## src/design/asc_pkg.sv

```systemverilog
`timescale 1ns / 1ps
`default_nettype none

package asc_pkg;

    // Initial value of lane 0 for Ascon-128
    localparam logic [63:0] ASCON_IV = 64'h80400c0600000000;

    // Round counts: full permutation and the per-block permutation
    localparam int unsigned ROUNDS_A = 12;
    localparam int unsigned ROUNDS_B = 6;

    // Bytes in one full message block
    localparam logic [3:0] BLOCK_BYTES = 4'd8;

    // Padding byte after the last message byte
    localparam logic [7:0] PAD_BYTE = 8'h80;

    typedef logic [4:0][63:0] t_lanes;

    // Input word kinds
    typedef enum logic {
        KIND_START = 1'b0,
        KIND_BLOCK = 1'b1
    } t_in_kind;

    // Output word kinds
    typedef enum logic {
        OUT_CT  = 1'b0,
        OUT_TAG = 1'b1
    } t_out_kind;

    // Configuration register indexes
    typedef enum logic {
        CFG_KEY_HIGH = 1'b0,
        CFG_KEY_LOW  = 1'b1
    } t_cfg_reg;

    typedef struct packed {
        logic        kind;
        logic [63:0] nonce_high;
        logic [63:0] nonce_low;
        logic [63:0] block;
        logic [3:0]  block_bytes;
    } t_in_word;

    typedef struct packed {
        logic        out_kind;
        logic [63:0] data;
        logic [3:0]  data_bytes;
        logic        last;
    } t_out_word;

    // Mask covering the first len bytes (top bits first), len 0..8
    function automatic logic [63:0] asc_mask(input logic [3:0] len);
        logic [63:0] m;
        m = '0;
        for (int j = 0; j < 8; j++) begin
            if (4'(j) < len) begin
                m[63 - 8*j -: 8] = 8'hFF;
            end
        end
        return m;
    endfunction

    // Padding byte placed right after the first len bytes, none for len 8
    function automatic logic [63:0] asc_pad(input logic [3:0] len);
        logic [63:0] p;
        p = '0;
        for (int j = 0; j < 8; j++) begin
            if (4'(j) == len) begin
                p[63 - 8*j -: 8] = PAD_BYTE;
            end
        end
        return p;
    endfunction

endpackage

`default_nettype wire

```

## src/design/ascon128_aead_encrypt.sv

```systemverilog
`timescale 1ns / 1ps
`default_nettype none

// Ascon-128 encryption with empty associated data. Write the key through the
// config port, send a start word with the nonce, then message words of 8
// bytes; a word with 0 to 7 bytes is the final one and is followed by two
// tag words, the second marked last. Blocks sent with no message open are
// dropped. One shared round unit runs one permutation round per clock; a start
// word runs the full permutation, a full block is emitted and then runs the
// per-block rounds, and a final block is emitted, runs the full permutation
// and emits both tag words. The input is stalled while a word is worked on;
// one output register lets a finished word wait while the next input is taken.
module ascon128_aead_encrypt
    import asc_pkg::*;
(
    input  wire logic        i_clk,
    input  wire logic        i_rst_n,
    input  wire logic        i_cfg_we,
    input  wire logic        i_cfg_idx,
    input  wire logic [63:0] i_cfg_wdata,
    input  wire logic        i_valid,
    output logic             o_stall,
    input  wire t_in_word    i_data,
    output logic             o_valid,
    input  wire logic        i_stall,
    output t_out_word        o_data
);

    typedef enum logic [4:0] {
        S_IDLE = 5'b00001,
        S_EMIT = 5'b00010,
        S_PERM = 5'b00100,
        S_TAG0 = 5'b01000,
        S_TAG1 = 5'b10000
    } t_state;

    typedef enum logic [1:0] {
        MODE_INIT  = 2'd0,
        MODE_BLOCK = 2'd1,
        MODE_FINAL = 2'd2
    } t_mode;

    localparam logic [3:0] LAST_ROUND  = 4'(ROUNDS_A - 1);
    localparam logic [3:0] FIRST_BLOCK = 4'(ROUNDS_A - ROUNDS_B);

    t_state      r_state, n_state;
    t_mode       r_mode, n_mode;
    t_lanes      r_lanes, n_lanes;
    logic [3:0]  r_round, n_round;
    logic [3:0]  r_len, n_len;
    logic        r_open, n_open;
    logic [63:0] r_key_high, r_key_low;
    t_out_word   r_out, n_out;
    logic        r_out_valid, n_out_valid;

    t_lanes      w_round_lanes;
    logic        w_in_acc;
    logic        w_out_free;
    logic [3:0]  w_len;

    asc_round u_round (
        .i_lanes (r_lanes),
        .i_round (r_round),
        .o_lanes (w_round_lanes)
    );

    assign o_stall    = (r_state != S_IDLE);
    assign w_in_acc   = i_valid && !o_stall;
    assign w_out_free = !r_out_valid || !i_stall;
    assign w_len      = (i_data.block_bytes > BLOCK_BYTES) ? BLOCK_BYTES
                                                           : i_data.block_bytes;
    assign o_valid    = r_out_valid;
    assign o_data     = r_out;

    // Sequencer: absorb, emit, run rounds, emit tag
    always_comb begin
        n_state     = r_state;
        n_mode      = r_mode;
        n_lanes     = r_lanes;
        n_round     = r_round;
        n_len       = r_len;
        n_open      = r_open;
        n_out       = r_out;
        n_out_valid = r_out_valid && i_stall;
        unique case (r_state)
            S_IDLE: begin
                if (w_in_acc) begin
                    if (i_data.kind == KIND_START) begin
                        n_lanes[0] = ASCON_IV;
                        n_lanes[1] = r_key_high;
                        n_lanes[2] = r_key_low;
                        n_lanes[3] = i_data.nonce_high;
                        n_lanes[4] = i_data.nonce_low;
                        n_round    = '0;
                        n_mode     = MODE_INIT;
                        n_open     = 1'b1;
                        n_state    = S_PERM;
                    end else if (r_open) begin
                        n_len = w_len;
                        if (w_len == BLOCK_BYTES) begin
                            n_lanes[0] = r_lanes[0] ^ i_data.block;
                            n_mode     = MODE_BLOCK;
                        end else begin
                            n_lanes[0] = r_lanes[0] ^ (i_data.block & asc_mask(w_len))
                                         ^ asc_pad(w_len);
                            n_lanes[1] = r_lanes[1] ^ r_key_high;
                            n_lanes[2] = r_lanes[2] ^ r_key_low;
                            n_mode     = MODE_FINAL;
                        end
                        n_state = S_EMIT;
                    end
                end
            end
            S_EMIT: begin
                if (w_out_free) begin
                    n_out.out_kind   = OUT_CT;
                    n_out.data       = r_lanes[0] & asc_mask(r_len);
                    n_out.data_bytes = r_len;
                    n_out.last       = 1'b0;
                    n_out_valid      = 1'b1;
                    n_round          = (r_mode == MODE_BLOCK) ? FIRST_BLOCK : 4'd0;
                    n_state          = S_PERM;
                end
            end
            S_PERM: begin
                n_lanes = w_round_lanes;
                n_round = r_round + 4'd1;
                if (r_round == LAST_ROUND) begin
                    unique case (r_mode)
                        MODE_INIT: begin
                            n_lanes[3] = w_round_lanes[3] ^ r_key_high;
                            n_lanes[4] = w_round_lanes[4] ^ r_key_low ^ 64'd1;
                            n_state    = S_IDLE;
                        end
                        MODE_FINAL: begin
                            n_lanes[3] = w_round_lanes[3] ^ r_key_high;
                            n_lanes[4] = w_round_lanes[4] ^ r_key_low;
                            n_state    = S_TAG0;
                        end
                        default: begin
                            n_state = S_IDLE;
                        end
                    endcase
                end
            end
            S_TAG0: begin
                if (w_out_free) begin
                    n_out.out_kind   = OUT_TAG;
                    n_out.data       = r_lanes[3];
                    n_out.data_bytes = BLOCK_BYTES;
                    n_out.last       = 1'b0;
                    n_out_valid      = 1'b1;
                    n_state          = S_TAG1;
                end
            end
            S_TAG1: begin
                if (w_out_free) begin
                    n_out.out_kind   = OUT_TAG;
                    n_out.data       = r_lanes[4];
                    n_out.data_bytes = BLOCK_BYTES;
                    n_out.last       = 1'b1;
                    n_out_valid      = 1'b1;
                    n_open           = 1'b0;
                    n_state          = S_IDLE;
                end
            end
            default: begin
                n_state = S_IDLE;
            end
        endcase
    end

    // Advance control state
    always_ff @(posedge i_clk) begin
        if (!i_rst_n) begin
            r_state     <= S_IDLE;
            r_mode      <= MODE_INIT;
            r_round     <= '0;
            r_open      <= 1'b0;
            r_out_valid <= 1'b0;
        end else begin
            r_state     <= n_state;
            r_mode      <= n_mode;
            r_round     <= n_round;
            r_open      <= n_open;
            r_out_valid <= n_out_valid;
        end
    end

    // Hold lanes, block length and output word
    always_ff @(posedge i_clk) begin
        r_lanes <= n_lanes;
        r_len   <= n_len;
        r_out   <= n_out;
    end

    // Take key writes
    always_ff @(posedge i_clk) begin
        if (!i_rst_n) begin
            r_key_high <= '0;
            r_key_low  <= '0;
        end else if (i_cfg_we) begin
            unique case (i_cfg_idx)
                CFG_KEY_HIGH: r_key_high <= i_cfg_wdata;
                CFG_KEY_LOW:  r_key_low  <= i_cfg_wdata;
                default:      r_key_high <= r_key_high;
            endcase
        end
    end

endmodule

`default_nettype wire

```

## src/design/asc_round.sv

```systemverilog
`timescale 1ns / 1ps
`default_nettype none

// One round of the Ascon permutation: constant, S-box layer, linear layer
module asc_round
    import asc_pkg::*;
(
    input  wire t_lanes     i_lanes,
    input  wire logic [3:0] i_round,
    output t_lanes          o_lanes
);

    function automatic logic [63:0] rotr(input logic [63:0] v, input int unsigned n);
        return (v >> n) | (v << (64 - n));
    endfunction

    logic [7:0]  w_rc;
    logic [63:0] a0, a1, a2, a3, a4;
    logic [63:0] b0, b1, b2, b3, b4;
    logic [63:0] c0, c1, c2, c3, c4;

    // Round constant: high nibble counts down, low nibble counts up
    assign w_rc = {4'hF - i_round, i_round};

    // Add constant and run the bit-sliced S-box
    always_comb begin
        a0 = i_lanes[0] ^ i_lanes[4];
        a4 = i_lanes[4] ^ i_lanes[3];
        a2 = i_lanes[2] ^ {56'd0, w_rc} ^ i_lanes[1];
        a1 = i_lanes[1];
        a3 = i_lanes[3];
        b0 = a0 ^ (~a1 & a2);
        b1 = a1 ^ (~a2 & a3);
        b2 = a2 ^ (~a3 & a4);
        b3 = a3 ^ (~a4 & a0);
        b4 = a4 ^ (~a0 & a1);
        c1 = b1 ^ b0;
        c0 = b0 ^ b4;
        c3 = b3 ^ b2;
        c2 = ~b2;
        c4 = b4;
    end

    // Linear diffusion per lane
    assign o_lanes[0] = c0 ^ rotr(c0, 19) ^ rotr(c0, 28);
    assign o_lanes[1] = c1 ^ rotr(c1, 61) ^ rotr(c1, 39);
    assign o_lanes[2] = c2 ^ rotr(c2, 1)  ^ rotr(c2, 6);
    assign o_lanes[3] = c3 ^ rotr(c3, 10) ^ rotr(c3, 17);
    assign o_lanes[4] = c4 ^ rotr(c4, 7)  ^ rotr(c4, 41);

endmodule

`default_nettype wire

```

## config.mk

```make
export PLATFORM = sky130hd
export DESIGN_NAME = ascon128_aead_encrypt
export DESIGN_NICKNAME = d
export VERILOG_FILES = /design/src/design/asc_pkg.sv /design/src/design/ascon128_aead_encrypt.sv /design/src/design/asc_round.sv
export SDC_FILE = /design/constraint.sdc
export NUM_CORES = 2
export LEC_CHECK = 0
export ABC_AREA = 1
export BUFFER_PORTS_ARGS = -buffer_cell sky130_fd_sc_hd__clkbuf_2
export CAP_MARGIN = 10
export CELL_PAD_IN_SITES_DETAIL_PLACEMENT = 1
export CELL_PAD_IN_SITES_GLOBAL_PLACEMENT = 2
export CORE_MARGIN = 8
export CORE_UTILIZATION = 37
export CTS_CLUSTER_DIAMETER = 30
export CTS_CLUSTER_SIZE = 24
export DETAILED_ROUTE_END_ITERATION = 7
export PLACE_DENSITY_LB_ADDON = 0.08
export SETUP_SLACK_MARGIN = 0.15
export SYNTH_ARGS = -nofsm -noshare
export SYNTH_HDL_FRONTEND = slang
export SYNTH_SLANG_ARGS = --single-unit
```

## constraint.sdc

```tcl
create_clock -name i_clk -period 20.6 [get_ports i_clk]
set_input_delay 1.03 -clock i_clk [delete_from_list [all_inputs] [get_ports i_clk]]
set_output_delay 1.03 -clock i_clk [all_outputs]
set_load 0.01 [all_outputs]
```

==> results.sh <==
export IMPL_vias_per_cell=5.80
export IMPL_drt_pre_antenna_iters=6
export IMPL_seq_area_frac_synth_pct=30.7
export IMPL_synth_nets=7981
export IMPL_core_area_um2=129000
export IMPL_layout_commonest_cell="nand2_1"
export IMPL_whs_path_depth=3
export IMPL_drive_above_1_share_pct=9.81
export IMPL_final_antenna_net_count=0
export IMPL_grt_antenna_before_repair=20
export IMPL_die_x_um=375
export IMPL_dieArea_um2=141000
export IMPL_routedWlPerCell_um=32.4
export IMPL_port_buffer_count=338
export IMPL_synth_async_sr_flop_share_pct=0
export IMPL_r2r_start="r_round[3]"
export IMPL_outcome="finished clean"
export IMPL_r2r_slack_ps=16520
export IMPL_worstPathRequired_ps=21160
export IMPL_final_util_pct=44.9
export IMPL_stdcell_count=9858
export IMPL_ys_ff_latch=535
export IMPL_arrival_ps=4630
export IMPL_hold_end="r_key_high[26]"
export IMPL_remaining_drc_errors=0
export IMPL_ff2ff_path_depth=11
export IMPL_start_util_pct=37.1
export IMPL_critical_path_class="flip-flop to flip-flop"
export IMPL_clk_pin_slew_ps=40
export IMPL_critPathLaunch="r_round[3]"
export IMPL_cts_hold_buffers=0
export IMPL_totalNegativeSetupSlack_ps=0
export IMPL_cts_made_buffers=185
export IMPL_fin_crit_sh_pct=19.8
export IMPL_grt_pass1_wl_mm=428
export IMPL_hold_viol=0
export IMPL_report_final_slew_viol_count=0
export IMPL_vias=57200
export IMPL_fin_worst_skew_ps=28.1
export IMPL_yosys_warnings=0
export IMPL_grt_remaining_overflow=0
export IMPL_worstMarginPinSlew_ps=1470
export IMPL_drt_iter0_markers=7332
export IMPL_final_net_count=8401
export IMPL_cts_resized=0
export IMPL_grt_max_degree=152
export IMPL_root_buffer="clkbuf_16"
export IMPL_cp_start_kind="flip-flop"
export IMPL_max_cap_violations=0
export IMPL_clk_insertion_delay_late_ps=830
export IMPL_hold_class="input pin to flip-flop"
export IMPL_dieHeight_um=375
export IMPL_cts_setup_buffers=0
export IMPL_rows=132
export IMPL_area_growth_syn_to_layout_pct=21.0
export IMPL_layout_common_cells="3513 x nand2_1, 850 x nand3_1, 837 x inv_1"
export IMPL_rsz0062_at_grt="false"
export IMPL_worstSetupEndpointType="flip-flop"
export IMPL_path_max_fanout=7
export IMPL_dp_cells=9491
export IMPL_cts_path_max_buffers=3
export IMPL_place_congestion=1.09
export IMPL_synth_avg_cell_area_um2=6.30
export IMPL_synth_cell_area_um2=47800
export IMPL_synth_cell_types=36
export IMPL_fmax_mhz=245
export IMPL_maxSlewHeadroom_pct=1.79
export IMPL_htreeDepth=4
export IMPL_post_dp_hpwl_mm=258
export IMPL_syn_inst=7585
export IMPL_synth_edf_count=394
export IMPL_wirelength_mm=319
export IMPL_io_pins=339
export IMPL_grt_pass1_vias=54300
export IMPL_r2r_end="r_lanes[246]"
export IMPL_hp_start="i_cfg_wdata[26]"
export IMPL_synthFlopType="edfxtp_1"
export IMPL_fin_crit_ps=4080
export IMPL_cts_tree="built"
export IMPL_finalSetupViolCount=0
export IMPL_grtUsageTotal_pct=43.4
export IMPL_clock_sinks=535
## registers in the layout, summed over array words and instances (netlist names)
register,flops
r_key_low,64
r_mode,2
r_round,4
o_data,70
r_lanes,320
r_state,5
r_key_high,64
o_valid,1
r_len,4
r_open,1
## worst max-delay path: stages, from the launching register on
cell and delay (ps):
dfxtp_1 400, or2_2 330, nand2_1 100, ha_1 250, xor2_1 600, nand2_1 700, nand2_1 760, nand2_1 100
nand2_1 260, nand3_1 120, nand3_1 100, nand2_1 70
## cell usage after synthesis (8+ instances only)
cell      count  area share (%)
nand3_1     851             8.9
xor2_1      358             6.6
nor2_2       17            0.22
a21oi_1     172             1.8
nand2_1    3515              28
nand4_1      14            0.18
xnor2_1     190             3.5
nor2_4       27            0.64
nand3b_1     27            0.42
o221ai_1     64             1.2
edfxtp_1    394              25
o21ai_1       8           0.084
clkbuf_1     98            0.77
dfxtp_1     141             5.9
a21boi_0     11            0.17
inv_1       841             6.6
o22ai_1      40            0.52
buf_1        13            0.10
o21ai_0     246             2.6
or2_2        15            0.20
ha_1        129             3.4
nor2_1      325             2.6
buf_2        55            0.58
## area by class of cell
cell class                      count  area (µm²)
Antenna cell                       16        40.0
Clock buffer                      240        5080
Clock inverter                    109        1200
Fill cell                       16900       71000
Inverter                          848        3200
Multi-Input combinational cell   6030       29300
Sequential cell                   535       14700
Tap cell                         1675        2100
Timing Repair Buffer              405        2220
## worst max path at each step
| stage | end | depth (start not counted) |
|---|---|---|
| 2_1_floorplan | r_lanes[192] | 3 |
| 3_3_place_gp | r_lanes[173] | 11 |
| 3_5_place_dp | r_lanes[173] | 11 |
| 4_1_cts | r_lanes[38] | 8 |
| 5_1_grt | r_lanes[38] | 8 |
| 6_report | r_lanes[246] | 11 |
## metrics by stage
| stage | hold WS [ps] | setup slack, ps | area, µm² |
|---|---|---|---|
| after detailed placement | 477 | 16090 | 51500 |
| after floorplan | 456 | 9170 | 47800 |
| after global routing | 466 | 16480 | 57700 |
| final | 446 | 16520 | 57800 |
| after CTS | 420 | 16630 | 57700 |
| after global placement | 476 | 16050 | 51500 |
## logic make-up after synthesis
group | share of synthesized area [%]
AO/OA/AOI/OAI | 6.45
adder cells (fa/ha/maj) | 3.38
flip-flops | 30.7
AND/OR/NAND/NOR | 40.8
XOR/XNOR | 10.4
buffers and inverters | 8.30
## layer usage
metal | routed length (µm) | vias up | global-route usage (%) | share of wire [%]
met2 | 129000 | 3204 | 62.3 | 41
met3 | 37300 | 755 | 12.8 | 12
met4 | 26600 | 10 | 30.2 | 8.3
li1 | - | 25000 | - | -
met5 | 62 | - | 0 | 0.019
met1 | 126000 | 28200 | 55.5 | 39
Power is not shown: default switching activity piles up to over one toggle a cycle in this logic, so the estimate is an artifact.
